==> src/hw/rtl/lmts_pkg.sv <==
// ----------------------------------------------------------------------------
// lmts_pkg
// shared types, constants and band tables of the tuner search sequencer
// ----------------------------------------------------------------------------
package lmts_pkg;

    localparam int NUM_BANDS      = 6;
    localparam int NUM_SWEEP_ROWS = 72;
    localparam int HELD_BANDS     = 6;
    localparam int HELD_ROWS      = 72;
    localparam int ROW_LIMIT      = (NUM_SWEEP_ROWS < HELD_ROWS) ? NUM_SWEEP_ROWS : HELD_ROWS;
    localparam int BAND_COUNT     = (NUM_BANDS < HELD_BANDS) ? NUM_BANDS : HELD_BANDS;

    localparam logic [15:0] THR_FULL   = 16'd150;
    localparam logic [15:0] THR_QUICK  = 16'd120;
    localparam logic [15:0] VSWR_WORST = 16'hFFFF;

    localparam logic [1:0] FUNC_TICK   = 2'd0;
    localparam logic [1:0] FUNC_START  = 2'd1;
    localparam logic [1:0] FUNC_CANCEL = 2'd2;

    localparam logic [2:0] PH_IDLE    = 3'd0;
    localparam logic [2:0] PH_COARSE1 = 3'd1;
    localparam logic [2:0] PH_COARSE2 = 3'd2;
    localparam logic [2:0] PH_MID1    = 3'd3;
    localparam logic [2:0] PH_MID2    = 3'd4;
    localparam logic [2:0] PH_FINE1   = 3'd5;
    localparam logic [2:0] PH_FINE2   = 3'd6;
    localparam logic [2:0] PH_FINISH  = 3'd7;

    localparam logic [1:0] REG_FREQ  = 2'd0;
    localparam logic [1:0] REG_QUICK = 2'd1;
    localparam logic [1:0] REG_TPS   = 2'd2;
    localparam logic [1:0] REG_DELAY = 2'd3;

    typedef struct packed {
        logic [7:0] fmax;
        logic [7:0] start;
        logic [7:0] nrows;
        logic [7:0] lmax;
        logic [7:0] cmax;
        logic [7:0] s1b;
        logic [7:0] midr;
        logic [7:0] mids;
        logic [7:0] finer;
    } t_band;

    typedef struct packed {
        logic [7:0] high;
        logic [7:0] incr;
        logic [7:0] fx0;
        logic [7:0] fx1;
        logic [7:0] fx2;
    } t_group;

    typedef struct packed {
        logic [7:0] freq_mhz;
        logic       quick_tune_enable;
        logic [7:0] ticks_per_step;
        logic [7:0] start_delay_ticks;
    } t_cfg;

    typedef struct packed {
        logic [1:0]  func;
        logic [15:0] vswr;
        logic [7:0]  hw_l;
        logic [7:0]  hw_c;
        logic        hw_z;
    } t_item;

    typedef struct packed {
        logic       drive;
        logic [7:0] l;
        logic [7:0] c;
        logic       z;
        logic       rep;
        logic       ok;
        logic       active;
        logic [2:0] phase;
    } t_result;

    function automatic t_band band_row_f(input logic [2:0] r);
        t_band b;
        case (r)
            3'd1:    b = '{8'd3, 8'd12, 8'd12, 8'd255, 8'd255, 8'd24, 8'd32, 8'd4, 8'd8};
            3'd2:    b = '{8'd7, 8'd24, 8'd12, 8'd210, 8'd210, 8'd12, 8'd24, 8'd4, 8'd8};
            3'd3:    b = '{8'd14, 8'd36, 8'd12, 8'd100, 8'd100, 8'd6, 8'd12, 8'd2, 8'd8};
            3'd4:    b = '{8'd29, 8'd48, 8'd12, 8'd60, 8'd60, 8'd3, 8'd8, 8'd1, 8'd8};
            3'd5:    b = '{8'd64, 8'd60, 8'd12, 8'd30, 8'd30, 8'd2, 8'd8, 8'd1, 8'd8};
            default: b = '{8'd1, 8'd0, 8'd12, 8'd255, 8'd255, 8'd24, 8'd32, 8'd4, 8'd8};
        endcase
        return b;
    endfunction

    function automatic t_group group_f(input logic [2:0] g);
        t_group t;
        case (g)
            3'd1:    t = '{8'd255, 8'd24, 8'd0, 8'd36, 8'd72};
            3'd2:    t = '{8'd210, 8'd20, 8'd0, 8'd18, 8'd36};
            3'd3:    t = '{8'd100, 8'd10, 8'd0, 8'd18, 8'd36};
            3'd4:    t = '{8'd55, 8'd5, 8'd0, 8'd8, 8'd16};
            3'd5:    t = '{8'd20, 8'd2, 8'd0, 8'd3, 8'd6};
            default: t = '{8'd255, 8'd24, 8'd0, 8'd48, 8'd96};
        endcase
        return t;
    endfunction

    // v - r clamped to 0..hi, or v + r clamped to lo..hi
    function automatic logic [7:0] clamp_sub(input logic [7:0] v, input logic [7:0] r,
                                             input logic [7:0] hi);
        logic [8:0] d;
        d = {1'b0, v} - {1'b0, r};
        if (d[8]) return 8'd0;
        if (d[7:0] > hi) return hi;
        return d[7:0];
    endfunction

    function automatic logic [7:0] clamp_add(input logic [7:0] v, input logic [7:0] r,
                                             input logic [7:0] lo, input logic [7:0] hi);
        logic [8:0] s;
        s = {1'b0, v} + {1'b0, r};
        if (s < {1'b0, lo}) return lo;
        if (s > {1'b0, hi}) return hi;
        return s[7:0];
    endfunction

endpackage

==> src/hw/rtl/lmts_cfg_regs.sv <==
// ----------------------------------------------------------------------------
// lmts_cfg_regs
// apb register bank of the tuner search sequencer
// ----------------------------------------------------------------------------
module lmts_cfg_regs (
    input  logic               i_clk,
    input  logic               i_rst_n,
    input  logic               psel,
    input  logic               penable,
    input  logic               pwrite,
    input  logic [3:0]         paddr,
    input  logic [31:0]        pwdata,
    output logic [31:0]        prdata,
    output logic               pready,
    output lmts_pkg::t_cfg     o_cfg
);
    lmts_pkg::t_cfg r_cfg;
    logic [1:0]     w_idx;

    assign w_idx  = paddr[3:2];
    assign pready = 1'b1;
    assign o_cfg  = r_cfg;

    always_ff @(posedge i_clk) begin
        if (!i_rst_n) begin
            r_cfg <= '{8'd0, 1'b0, 8'd2, 8'd20};
        end else if (psel && penable && pwrite) begin
            case (w_idx)
                lmts_pkg::REG_FREQ:  r_cfg.freq_mhz          <= pwdata[7:0];
                lmts_pkg::REG_QUICK: r_cfg.quick_tune_enable <= pwdata[0];
                lmts_pkg::REG_TPS:   r_cfg.ticks_per_step    <= pwdata[7:0];
                lmts_pkg::REG_DELAY: r_cfg.start_delay_ticks <= pwdata[7:0];
                default: ;
            endcase
        end
    end

    always_comb begin
        case (w_idx)
            lmts_pkg::REG_FREQ:  prdata = {24'd0, r_cfg.freq_mhz};
            lmts_pkg::REG_QUICK: prdata = {31'd0, r_cfg.quick_tune_enable};
            lmts_pkg::REG_TPS:   prdata = {24'd0, r_cfg.ticks_per_step};
            lmts_pkg::REG_DELAY: prdata = {24'd0, r_cfg.start_delay_ticks};
            default:             prdata = 32'd0;
        endcase
    end
endmodule

==> src/hw/rtl/lmts_core.sv <==
// ----------------------------------------------------------------------------
// lmts_core
// search state and next-state logic, one transaction per enable
// ----------------------------------------------------------------------------
module lmts_core (
    input  logic                i_clk,
    input  logic                i_rst_n,
    input  logic                i_en,
    input  lmts_pkg::t_cfg      i_cfg,
    input  lmts_pkg::t_item     i_item,
    output lmts_pkg::t_result   o_res
);
    logic [2:0]  r_phase, n_phase;
    logic [7:0]  r_div, n_div;
    logic        r_quick, n_quick, r_active, n_active;
    logic [2:0]  r_band, n_band;
    logic [3:0]  r_tri, n_tri;
    logic        r_shz, n_shz, r_sind, n_sind;
    logic [7:0]  r_slo, n_slo, r_shi, n_shi, r_sinc, n_sinc, r_sfx, n_sfx;
    logic [7:0]  r_cl, n_cl, r_cc, n_cc;
    logic        r_chz, n_chz;
    logic [7:0]  r_bl, n_bl, r_bc, n_bc;
    logic        r_bhz, n_bhz, r_bsi, n_bsi;
    logic [15:0] r_bv, n_bv;

    lmts_pkg::t_band  w_bandn, w_bando, w_band, w_cand;
    lmts_pkg::t_group w_grp;
    logic [2:0]  w_pick;
    logic [6:0]  w_absr, w_first, w_next;
    logic [2:0]  w_g;
    logic [3:0]  w_k;
    logic [3:0]  w_tri1;
    logic        w_row_ok, w_load, w_first_row, w_valid, w_drive, w_dbest, w_rep, w_ok;
    logic [7:0]  w_v, w_inc_v, w_range, w_sinc2, w_cl_pre, w_cc_pre;
    logic        w_sind_pre;
    logic [7:0]  w_bl_s, w_bc_s;
    logic        w_bhz_s, w_bsi_s;
    logic        w_setup;
    logic        w_fine;

    always_comb begin
        w_pick = 3'd0;
        w_cand = lmts_pkg::band_row_f(3'd0);
        for (int r = lmts_pkg::BAND_COUNT; r > 0; r--) begin
            w_cand = lmts_pkg::band_row_f(3'(r - 1));
            if (i_cfg.freq_mhz <= w_cand.fmax) w_pick = 3'(r - 1);
        end
    end

    assign w_bandn = lmts_pkg::band_row_f(w_pick);
    assign w_bando = lmts_pkg::band_row_f(r_band);
    assign w_tri1  = r_tri + 4'd1;

    always_comb begin
        w_first = (w_band.start >= 8'(lmts_pkg::ROW_LIMIT)) ? 7'(lmts_pkg::ROW_LIMIT - 1)
                                                            : w_band.start[6:0];
        w_next  = 7'({4'd0, w_tri1} + {1'b0, w_band.start});
    end

    always_comb begin
        n_phase = r_phase; n_div = r_div; n_quick = r_quick; n_active = r_active;
        n_band = r_band; n_tri = r_tri; n_shz = r_shz; n_sind = r_sind;
        n_slo = r_slo; n_shi = r_shi; n_sinc = r_sinc; n_sfx = r_sfx;
        n_cl = r_cl; n_cc = r_cc; n_chz = r_chz;
        n_bl = r_bl; n_bc = r_bc; n_bhz = r_bhz; n_bsi = r_bsi; n_bv = r_bv;
        w_band = w_bando; w_load = 1'b0; w_first_row = 1'b0; w_absr = 7'd0;
        w_valid = 1'b0; w_drive = 1'b0; w_dbest = 1'b0; w_rep = 1'b0; w_ok = 1'b0;
        w_setup = 1'b0; w_fine = 1'b0; w_row_ok = 1'b0;
        w_v = 8'd0; w_inc_v = 8'd0; w_range = 8'd0; w_sinc2 = 8'd0;
        w_bl_s = r_bl; w_bc_s = r_bc; w_bhz_s = r_bhz; w_bsi_s = r_bsi;
        w_cl_pre = r_cl; w_cc_pre = r_cc; w_sind_pre = r_sind;
        case (i_item.func)
            lmts_pkg::FUNC_START: begin
                n_band = w_pick;
                w_band = w_bandn;
                if (i_cfg.quick_tune_enable) begin
                    n_quick = 1'b1; n_phase = lmts_pkg::PH_FINE1;
                    n_shz = i_item.hw_z; n_sind = 1'b1; n_sinc = 8'd1; n_sfx = i_item.hw_c;
                    n_slo = lmts_pkg::clamp_sub(i_item.hw_l, w_band.finer, w_band.lmax);
                    n_shi = lmts_pkg::clamp_add(i_item.hw_l, w_band.finer, 8'd0, w_band.lmax);
                    n_chz = i_item.hw_z; n_cc = i_item.hw_c; n_cl = n_slo;
                end else begin
                    n_quick = 1'b0; n_phase = lmts_pkg::PH_COARSE1;
                    w_first_row = 1'b1;
                end
                n_div = i_cfg.start_delay_ticks; n_active = 1'b1; n_bv = lmts_pkg::VSWR_WORST;
                w_drive = 1'b1;
            end
            lmts_pkg::FUNC_CANCEL: begin
                n_active = 1'b0; n_phase = lmts_pkg::PH_IDLE;
            end
            lmts_pkg::FUNC_TICK: begin
                if (r_div > 8'd1) begin
                    n_div = r_div - 8'd1;
                end else begin
                    n_div = i_cfg.ticks_per_step;
                    n_phase = r_active ? r_phase : lmts_pkg::PH_IDLE;
                    if (n_phase != lmts_pkg::PH_IDLE && n_phase != lmts_pkg::PH_FINISH) begin
                        if (i_item.vswr < r_bv) begin
                            n_bv = i_item.vswr; w_bl_s = r_cl; w_bc_s = r_cc;
                            w_bhz_s = r_chz; w_bsi_s = r_sind;
                        end
                        w_v = r_sind ? r_cl : r_cc;
                        if (w_v != r_shi) begin
                            w_valid = 1'b1;
                            w_inc_v = lmts_pkg::clamp_add(w_v, r_sinc, r_slo, r_shi);
                            if (r_sind) w_cl_pre = w_inc_v; else w_cc_pre = w_inc_v;
                        end
                    end
                    n_bl = w_bl_s; n_bc = w_bc_s; n_bhz = w_bhz_s; n_bsi = w_bsi_s;
                    n_cl = w_cl_pre; n_cc = w_cc_pre;
                    case (n_phase)
                        lmts_pkg::PH_COARSE1: begin
                            if (!w_valid) begin
                                n_tri = w_tri1;
                                w_absr = w_next;
                                w_row_ok = ({4'd0, w_tri1} < w_band.nrows) &&
                                           (w_next < 7'(lmts_pkg::ROW_LIMIT));
                                if (w_row_ok) begin
                                    w_load = 1'b1;
                                end else begin
                                    n_phase = lmts_pkg::PH_COARSE2;
                                    n_shz = w_bhz_s; n_sind = !w_bsi_s;
                                    n_sinc = w_band.s1b; n_slo = 8'd0;
                                    n_shi = n_sind ? w_band.lmax : w_band.cmax;
                                    n_sfx = n_sind ? w_bc_s : w_bl_s;
                                    n_chz = n_shz;
                                    n_cl = n_sind ? 8'd0 : n_sfx;
                                    n_cc = n_sind ? n_sfx : 8'd0;
                                end
                            end
                        end
                        lmts_pkg::PH_COARSE2, lmts_pkg::PH_MID1, lmts_pkg::PH_MID2,
                        lmts_pkg::PH_FINE1: begin
                            if (!w_valid) begin
                                w_setup = 1'b1;
                                w_fine = (n_phase == lmts_pkg::PH_MID2) ||
                                         (n_phase == lmts_pkg::PH_FINE1);
                                n_phase = n_phase + 3'd1;
                            end
                        end
                        lmts_pkg::PH_FINE2: begin
                            if (!w_valid) begin
                                if (!r_quick || n_bv < lmts_pkg::THR_QUICK) begin
                                    w_ok = n_bv < (r_quick ? lmts_pkg::THR_QUICK
                                                           : lmts_pkg::THR_FULL);
                                    n_quick = 1'b0; n_phase = lmts_pkg::PH_FINISH;
                                    w_dbest = 1'b1; w_rep = 1'b1;
                                end else begin
                                    n_quick = 1'b0; n_bv = lmts_pkg::VSWR_WORST;
                                    n_phase = lmts_pkg::PH_COARSE1;
                                    w_first_row = 1'b1;
                                end
                            end
                        end
                        lmts_pkg::PH_FINISH: begin
                            n_phase = lmts_pkg::PH_IDLE; n_active = 1'b0;
                        end
                        default: ;
                    endcase
                    if (w_setup) begin
                        w_range = w_fine ? w_band.finer : w_band.midr;
                        w_sinc2 = w_fine ? 8'd1 : w_band.mids;
                        n_sind = !r_sind; n_sinc = w_sinc2; n_chz = r_shz;
                        if (n_sind) begin
                            n_sfx = w_bc_s;
                            n_slo = lmts_pkg::clamp_sub(w_bl_s, w_range, w_band.lmax);
                            n_shi = lmts_pkg::clamp_add(w_bl_s, w_range, 8'd0, w_band.lmax);
                            n_cc = w_bc_s; n_cl = n_slo;
                        end else begin
                            n_sfx = w_bl_s;
                            n_slo = lmts_pkg::clamp_sub(w_bc_s, w_range, w_band.cmax);
                            n_shi = lmts_pkg::clamp_add(w_bc_s, w_range, 8'd0, w_band.cmax);
                            n_cl = w_bl_s; n_cc = n_slo;
                        end
                    end
                    w_drive = (n_phase != lmts_pkg::PH_IDLE) && (n_phase != lmts_pkg::PH_FINISH);
                end
            end
            default: ;
        endcase
        if (w_first_row) begin
            n_tri = 4'd0;
            w_absr = w_first;
            w_load = 1'b1;
        end
        w_g = 3'd0; w_k = 4'd0;
        if (w_load) begin
            // group of twelve rows and row within the group
            if (w_absr >= 7'd60) begin
                w_g = 3'd5; w_k = 4'(w_absr - 7'd60);
            end else if (w_absr >= 7'd48) begin
                w_g = 3'd4; w_k = 4'(w_absr - 7'd48);
            end else if (w_absr >= 7'd36) begin
                w_g = 3'd3; w_k = 4'(w_absr - 7'd36);
            end else if (w_absr >= 7'd24) begin
                w_g = 3'd2; w_k = 4'(w_absr - 7'd24);
            end else if (w_absr >= 7'd12) begin
                w_g = 3'd1; w_k = 4'(w_absr - 7'd12);
            end else begin
                w_g = 3'd0; w_k = w_absr[3:0];
            end
        end
        w_grp = lmts_pkg::group_f(w_g);
        if (w_load) begin
            n_shz = w_k[1]; n_sind = w_k[0]; n_slo = 8'd0;
            n_shi = w_grp.high; n_sinc = w_grp.incr;
            case (w_k[3:2])
                2'd0:    n_sfx = w_grp.fx0;
                2'd1:    n_sfx = w_grp.fx1;
                default: n_sfx = w_grp.fx2;
            endcase
            n_chz = w_k[1];
            n_cl = w_k[0] ? 8'd0 : n_sfx;
            n_cc = w_k[0] ? n_sfx : 8'd0;
        end
    end

    always_comb begin
        o_res.drive  = w_drive || w_dbest;
        o_res.l      = w_dbest ? n_bl : (w_drive ? n_cl : 8'd0);
        o_res.c      = w_dbest ? n_bc : (w_drive ? n_cc : 8'd0);
        o_res.z      = w_dbest ? n_bhz : (w_drive && n_chz);
        o_res.rep    = w_rep;
        o_res.ok     = w_rep && w_ok;
        o_res.active = n_active;
        o_res.phase  = n_phase;
    end

    always_ff @(posedge i_clk) begin
        if (!i_rst_n) begin
            r_phase <= lmts_pkg::PH_IDLE; r_div <= 8'd0; r_quick <= 1'b0; r_active <= 1'b0;
            r_band <= 3'd0; r_tri <= 4'd0; r_shz <= 1'b0; r_sind <= 1'b0;
            r_slo <= 8'd0; r_shi <= 8'd0; r_sinc <= 8'd0; r_sfx <= 8'd0;
            r_cl <= 8'd0; r_cc <= 8'd0; r_chz <= 1'b0;
            r_bl <= 8'd0; r_bc <= 8'd0; r_bhz <= 1'b0; r_bsi <= 1'b0;
            r_bv <= lmts_pkg::VSWR_WORST;
        end else if (i_en) begin
            r_phase <= n_phase; r_div <= n_div; r_quick <= n_quick; r_active <= n_active;
            r_band <= n_band; r_tri <= n_tri; r_shz <= n_shz; r_sind <= n_sind;
            r_slo <= n_slo; r_shi <= n_shi; r_sinc <= n_sinc; r_sfx <= n_sfx;
            r_cl <= n_cl; r_cc <= n_cc; r_chz <= n_chz;
            r_bl <= n_bl; r_bc <= n_bc; r_bhz <= n_bhz; r_bsi <= n_bsi; r_bv <= n_bv;
        end
    end
endmodule

==> src/hw/rtl/lmatch_tuner_search_sequencer.sv <==
// ----------------------------------------------------------------------------
// lmatch_tuner_search_sequencer
// search sequencer of an l-match antenna tuner with apb configuration
// path: a transaction passes the input register (r_item, r_iv), then the result register (r_res, r_ov)
// throughput: one transaction per cycle while i_ready holds, set by the input and result registers
// reset: synchronous active low, clears search state and loads register defaults
// ----------------------------------------------------------------------------
module lmatch_tuner_search_sequencer (
    input  logic        i_clk,
    input  logic        i_rst_n,
    input  logic        psel,
    input  logic        penable,
    input  logic        pwrite,
    input  logic [3:0]  paddr,
    input  logic [31:0] pwdata,
    output logic [31:0] prdata,
    output logic        pready,
    input  logic        i_valid,
    output logic        o_ready,
    input  logic [1:0]  i_func,
    input  logic [15:0] i_vswr,
    input  logic [7:0]  i_hw_inductance,
    input  logic [7:0]  i_hw_capacitance,
    input  logic        i_hw_high_z,
    output logic        o_valid,
    input  logic        i_ready,
    output logic        o_drive,
    output logic [7:0]  o_out_inductance,
    output logic [7:0]  o_out_capacitance,
    output logic        o_out_high_z,
    output logic        o_report_valid,
    output logic        o_report_success,
    output logic        o_tuning_active,
    output logic [2:0]  o_phase
);
    lmts_pkg::t_cfg    w_cfg;
    lmts_pkg::t_item   r_item;
    lmts_pkg::t_result w_res, r_res;
    logic              r_iv, r_ov, w_adv, w_oload;

    lmts_cfg_regs u_regs (
        .i_clk, .i_rst_n, .psel, .penable, .pwrite, .paddr, .pwdata, .prdata, .pready,
        .o_cfg(w_cfg)
    );

    assign w_oload = !r_ov || i_ready;
    assign w_adv   = r_iv && w_oload;
    assign o_ready = !r_iv || w_oload;

    lmts_core u_core (
        .i_clk, .i_rst_n, .i_en(w_adv), .i_cfg(w_cfg), .i_item(r_item), .o_res(w_res)
    );

    always_ff @(posedge i_clk) begin
        if (!i_rst_n) begin
            r_iv <= 1'b0;
            r_ov <= 1'b0;
        end else begin
            if (o_ready) r_iv <= i_valid;
            if (w_oload) r_ov <= r_iv;
        end
    end

    always_ff @(posedge i_clk) begin
        if (o_ready) r_item <= '{i_func, i_vswr, i_hw_inductance, i_hw_capacitance, i_hw_high_z};
        if (w_adv) r_res <= w_res;
    end

    assign o_valid           = r_ov;
    assign o_drive           = r_res.drive;
    assign o_out_inductance  = r_res.l;
    assign o_out_capacitance = r_res.c;
    assign o_out_high_z      = r_res.z;
    assign o_report_valid    = r_res.rep;
    assign o_report_success  = r_res.ok;
    assign o_tuning_active   = r_res.active;
    assign o_phase           = r_res.phase;
endmodule

==> config.mk <==
export PLATFORM = sky130hd
export DESIGN_NAME = lmatch_tuner_search_sequencer
export DESIGN_NICKNAME = d
export VERILOG_FILES = /design/src/hw/rtl/lmts_pkg.sv /design/src/hw/rtl/lmts_cfg_regs.sv /design/src/hw/rtl/lmts_core.sv /design/src/hw/rtl/lmatch_tuner_search_sequencer.sv
export SDC_FILE = /design/constraint.sdc
export NUM_CORES = 1
export LEC_CHECK = 0
export CORE_MARGIN = 1
export CORE_UTILIZATION = 40
export CTS_BUF_LIST = sky130_fd_sc_hd__clkbuf_2 sky130_fd_sc_hd__clkbuf_4 sky130_fd_sc_hd__clkbuf_8
export DETAILED_ROUTE_END_ITERATION = 8
export DONT_BUFFER_PORTS = 1
export PLACE_DENSITY = 0.65
export SLEW_MARGIN = 5
export SYNTH_ARGS = -nofsm -noshare
export SYNTH_HDL_FRONTEND = slang
export SYNTH_SLANG_ARGS = --single-unit
==> constraint.sdc <==
create_clock -name i_clk -period 7 [get_ports i_clk]
set_clock_uncertainty 0.1 [all_clocks]
set_input_delay 1.4 -clock i_clk [delete_from_list [all_inputs] [get_ports i_clk]]
set_output_delay 1.4 -clock i_clk [all_outputs]
set_load 0.005 [all_outputs]
Word level (Yosys, flattened, before mapping) --
Cells that the tools add are included.
Cells by class: $add $sub $neg 16, order comparisons 29, equality and inequality tests 44, muxes and demuxes 307, bitwise logic cells 1, reduce and logical (&&, ||, !) cells 40
Operator list (number):
- $mux W8 | 100
- $pmux W62 S5 | 2
- $pmux W40 S5 | 1
- $mux W1 | 139
- $mux W16 | 8
- $pmux W32 S4 | 1
- $pmux W8 S2 | 7
- $mux W3 | 21
- $mux W62 | 1
- $mux W4 | 11
- $mux W7 | 6
- $add A8 B8 Y9 | 4
- $gt A9 B8 Y1 | 4
- $lt A16 B16 Y1 | 2
- $pmux W16 S2 | 1
- $eq A3 B3 Y1 const B | 10
- $lt A9 B1 Y1 const B | 3
- $sub A8 B8 Y9 | 3
- $eq A3 B2 Y1 const B | 8
- $gt A8 B8 Y1 | 3
- $ge A7 B6 Y1 const B | 3
- $lt A16 B7 Y1 const B | 1
- $ne A3 B2 Y1 const B | 5
- $reduce_and A7 Y1 | 2
- other kinds (44) | 91
Word-level totals: bits in registers 183, bits of input ports 78, output and inout port bits 59

Logic depth before layout (Yosys ltp) --
depth in word-level cells 31, mapped depth 31

Modules after synthesis --
From an unflattened synthesis, not the netlist that was laid out.
Unflattened totals: cells, all modules 1774, area, all modules 14470.1 µm²
Modules (own cells, without submodules):
- lmts_core | times used 1, cells each 1563, area an instance 11267.1 µm²
- lmatch_tuner_search_sequencer | times used 1, cells each 67, area an instance 1853.0 µm²
- lmts_cfg_regs | times used 1, cells each 144, area an instance 1350.0 µm²

Worst setup path before layout --
No wires, ideal clock.
kind reg2reg, from register r_item[30] (netlist bit), to register r_res, in the netlist o_out_capacitance[7] (data pin), setup time 0.273 ns, arrival 6.425 ns, setup slack 0.202 ns, cell stages (with the launch flop) 28, buffers on the path 5, period minus slack after synthesis 6.798 ns, cells stage by stage edfxtp_1 ha_1 and4_1 buf_4 nand2_2 or4_1 nand3_1 buf_2 buf_1 clkbuf_1 mux2i_1 inv_1 ha_1 clkbuf_1 a21oi_1 o21ai_0 xor2_1 ha_1 a21oi_1 nor2b_1 o31ai_1 mux2i_1 o21ai_0 nand2_1 a21oi_1 o21a_1 a2111oi_0 o31ai_1
RTL lines:
- start, declared | line lmatch_tuner_search_sequencer.sv:37 | lmts_pkg::t_item r_item;
- start signal, assigned | line lmatch_tuner_search_sequencer.sv:65 | if (o_ready) r_item <= '{i_func, i_vswr, i_hw_inductance, i_hw_capacitance, i_hw_high_z};
- end signal, assigned | line lmatch_tuner_search_sequencer.sv:66 | if (w_adv) r_res <= w_res;
- end, declared | line lmatch_tuner_search_sequencer.sv:38 | lmts_pkg::t_result w_res, r_res;

==> key figures <==
Timing
  – Setup repair after global routing missed its margin: no
  – Tightest Pin Transition: 1.17 ns
  – Setup TNS: 0 ns
  – Fmax: 150 MHz
  – Final Critical Period: 6.65 ns
  – Final Slew Violations: 0
  – Headroom to the max-slew limit: 21.5%
  – # setup viols final: 0
  – Final hold violations: 0
  – Tcrit/Tclk final: 95.0%

Cells and area
  – # fillers: 3568
  – Area delta synth->final: 6.59%
  – Util after Layout: 43.3%
  – Largest register FFs: 35
  – N_diodes: 0
  – Fin nets: 1936
  – FF+latch area: 4200 sq um
  – Layout cells sized above 1: 8.35%
  – Final Non-Filler Cells: 2210
  – Largest reg by FF count: r_item
  – Area of the multi-input gates: 9340 sq um

Yosys
  – Synthesized area per cell: 8.18 sq um
  – Sequential area share after synthesis: 29.1%
  – Synth Register Bits: 180
  – Largest area contributor in the netlist: dfxtp_1
  – Largest cells by area after synthesis: dfxtp_1 17%, edfxtp_1 12%, ha_1 10%, mux2i_1 5.6%, nor2_1 5.0%
  – Yosys warnings: 0
  – EDFF count, synth: 59
  – Synth Flop Type: dfxtp_1
  – Mapped Area: 14400 sq um
  – Asr flop ratio synth: 0%
  – Top cell type's share of synthesized area: 16.8%
  – Yosys cell types: 97
  – Gate Count Post-Synth: 1763

Critical path
  – Max FO, Critical Path: 16
  – R2R depth: 26
  – R2r endpoint: o_out_capacitance[0]$_DFFE_PP_
  – RR Startpoint: u_core.r_sind$_SDFFE_PN0P_
  – Setup crit start kind: register
  – Crit path DAT: 6.78 ns
  – Critical path required time: 7.13 ns
  – Critical-path top delay cell: dfxtp_2
  – CP Class: register to register
  – CP Capture Type: register
  – Max incr delay on CP: 0.56 ns
  – Most used cell, CP: o21ai_0
  – Setup slack, reg-to-reg: 0.35 ns

Floorplanning
  – Row count: 69
  – Initial core utilization: 40.6%
  – DIE AREA: 36800 sq um
  – Chip Width: 192 microns
  – Die height: 192 microns
  – # IOs: 137
  – Core area: 35500 sq um

Drt
  – DRC: 0
  – Iter 0 DRT Violations: 1510
  – DRT Pass-1 Iters: 6
  – Wirelength, routed: 51.0 mm
  – Routed vias/inst: 6.18
  – DRT antenna net count: 0
  – Via count: 13700
  – Routed len/inst: 23.1 microns

Power and ir drop
  – Pleak: 0.00619 uW
  – Power per standard cell area: 159 nW/um^2
  – VDD IR max: 0.249 mV

Clocking
  – Worst-path clk slew: 0.11 ns
  – Clk sinks: 180
  – CTS Buf Count: 17
  – Post-CTS Hold Fix Bufs: 0
  – Clock Path Buffers: 2
  – CTS tree: built
  – CTS Root Buffer Type: clkbuf_8
  – Clk Latency, worst-skew pair: 0.53 ns
  – H-tree levels: 4

GRT
  – Global-route wire length before repair: 77.8 mm
  – Vias in the first global route: 13100
  – All-Layer GR Usage: 27.9%
  – Antenna violations before repair: 0
  – Largest net degree at the start of global routing: 65
  – GRT overflow: 0

Placed design
  – Placer Congestion: 0.988
  – Hpwl dp: 38.7 mm
  – Port Buf Inserts: 0
  – Inst Count DP: 2178

Hold path
  – Hold path endpoint: u_core.r_phase[1]$_SDFFE_PN0P_
  – Worst hold path type: register to register
  – WHS Path Cells: 2
  – Hold Path Origin: u_core.r_phase[1]$_SDFFE_PN0P_

Run status
  – Status: completed

Flow run
  – Max-Cap Viols: 0
-- metrics by stage --
step / hold slack [ns] / setup WS, ns / power (uW) / cell area, sq um
global route: 0.404 / 0.0822 / 2540 / 15400
floorplan: 0.342 / 0.202 / 1530 / 14500
global placement: 0.353 / 0.410 / 1670 / 14900
CTS: 0.381 / 0.242 / 2440 / 15400
detailed placement: 0.358 / 0.267 / 1680 / 14900
finish: 0.380 / 0.352 / 2440 / 15400
-- repair_timing --
action                     in CTS  in global routing
buffers inserted                0                  0
hold endpoints to repair        0                  0
setup endpoints to repair       0                 10
resized for setup               0                  3
-- cell type report --
| cell class | instances | area share [%] |
|---|---|---|
| clock buffer | 17 | 1.52 |
| tap | 461 | 3.75 |
| timing repair buffer | 58 | 2.91 |
| clock inverter | 15 | 1.25 |
| sequential | 180 | 27.3 |
| multi-input combinational | 1376 | 60.7 |
| inverter | 103 | 2.52 |
-- synth_stat cells, drive strengths merged (15+ instances only) --
library cell    n
nor2          194
a21oi         141
nand2         137
o21ai         135
dfxtp         121
ha            116
inv           103
mux2i          81
clkbuf         78
edfxtp         59
buf            49
nand3          41
a211oi         37
o22ai          30
xnor2          25
o211ai         21
and2           20
nor2b          20
nor3           20
o21a           20
a22oi          19
a21o           17
xor2           17
nand2b         16
or3            15
-- how the worst max path moves through the flow --
stage,startpoint,endpoint,slack (ns),cells after the start
2_1_floorplan,r_item[30]$_DFFE_PP_,o_out_capacitance[7]$_DFFE_PP_,0.20,27
3_3_place_gp,u_core.r_sind$_SDFFE_PN0P_,o_out_capacitance[7]$_DFFE_PP_,0.41,25
3_5_place_dp,u_core.r_sind$_SDFFE_PN0P_,o_out_capacitance[7]$_DFFE_PP_,0.27,25
4_1_cts,u_core.r_sind$_SDFFE_PN0P_,o_out_capacitance[7]$_DFFE_PP_,0.24,25
5_1_grt,u_core.r_active$_SDFFE_PN0P_,o_out_inductance[0]$_DFFE_PP_,0.08,28
6_report,u_core.r_sind$_SDFFE_PN0P_,o_out_capacitance[0]$_DFFE_PP_,0.35,26
-- per-layer routing --
metal / vias up / track usage, % / routed length, microns
li1: 6356 / - / -
met2: 611 / 44.6 / 23000
met5: - / 0 / 0
met1: 6579 / 36.3 / 22100
met3: 105 / 5.72 / 3920
met4: 0 / 11.7 / 2010
-- worst max-delay path: cells and delay by family (launching register included) --
kind                     cells  cell delay, ns
AO/OA/AOI/OAI               10            1.75
XOR/XNOR                     2            0.28
adder cells (fa/ha/maj)      3            1.03
buffers and inverters        3            0.54
flip-flops                   1            0.56
multiplexers                 1            0.49
AND/OR/NAND/NOR              7            1.61
-- cell families (layout without fill, tap and decap cells) --
family,Yosys count,in the layout,synth area share [%]
other cells,2,25,0.0521
fa+ha+maj,123,123,11.0
compound gates,566,566,26.3
flops,180,180,29.1
buf+inv,230,193,6.95
mux,96,96,6.95
xor+xnor,42,42,2.55
simple gates,524,524,17.2
-- cell usage in the layout, fill, tap and decap left out, types with 36 or more instances in the layout --
master	count
a211oi_1	36
a21oi_1	138
buf_4	57
dfxtp_1	120
edfxtp_1	59
ha_1	116
inv_1	100
mux2i_1	80
nand2_1	135
nand3_1	40
nor2_1	192
o21ai_0	131
-- report_power, final --
group | switching (uW) | internal (uW) | leakage (uW)
sequential | 46.5 | 1120 | 0.00158
clock | 459 | 304 | 0.000205
combinational | 326 | 184 | 0.00441
total | 831 | 1610 | 0.00619
Note: power is estimated with default switching activity, not from simulation.
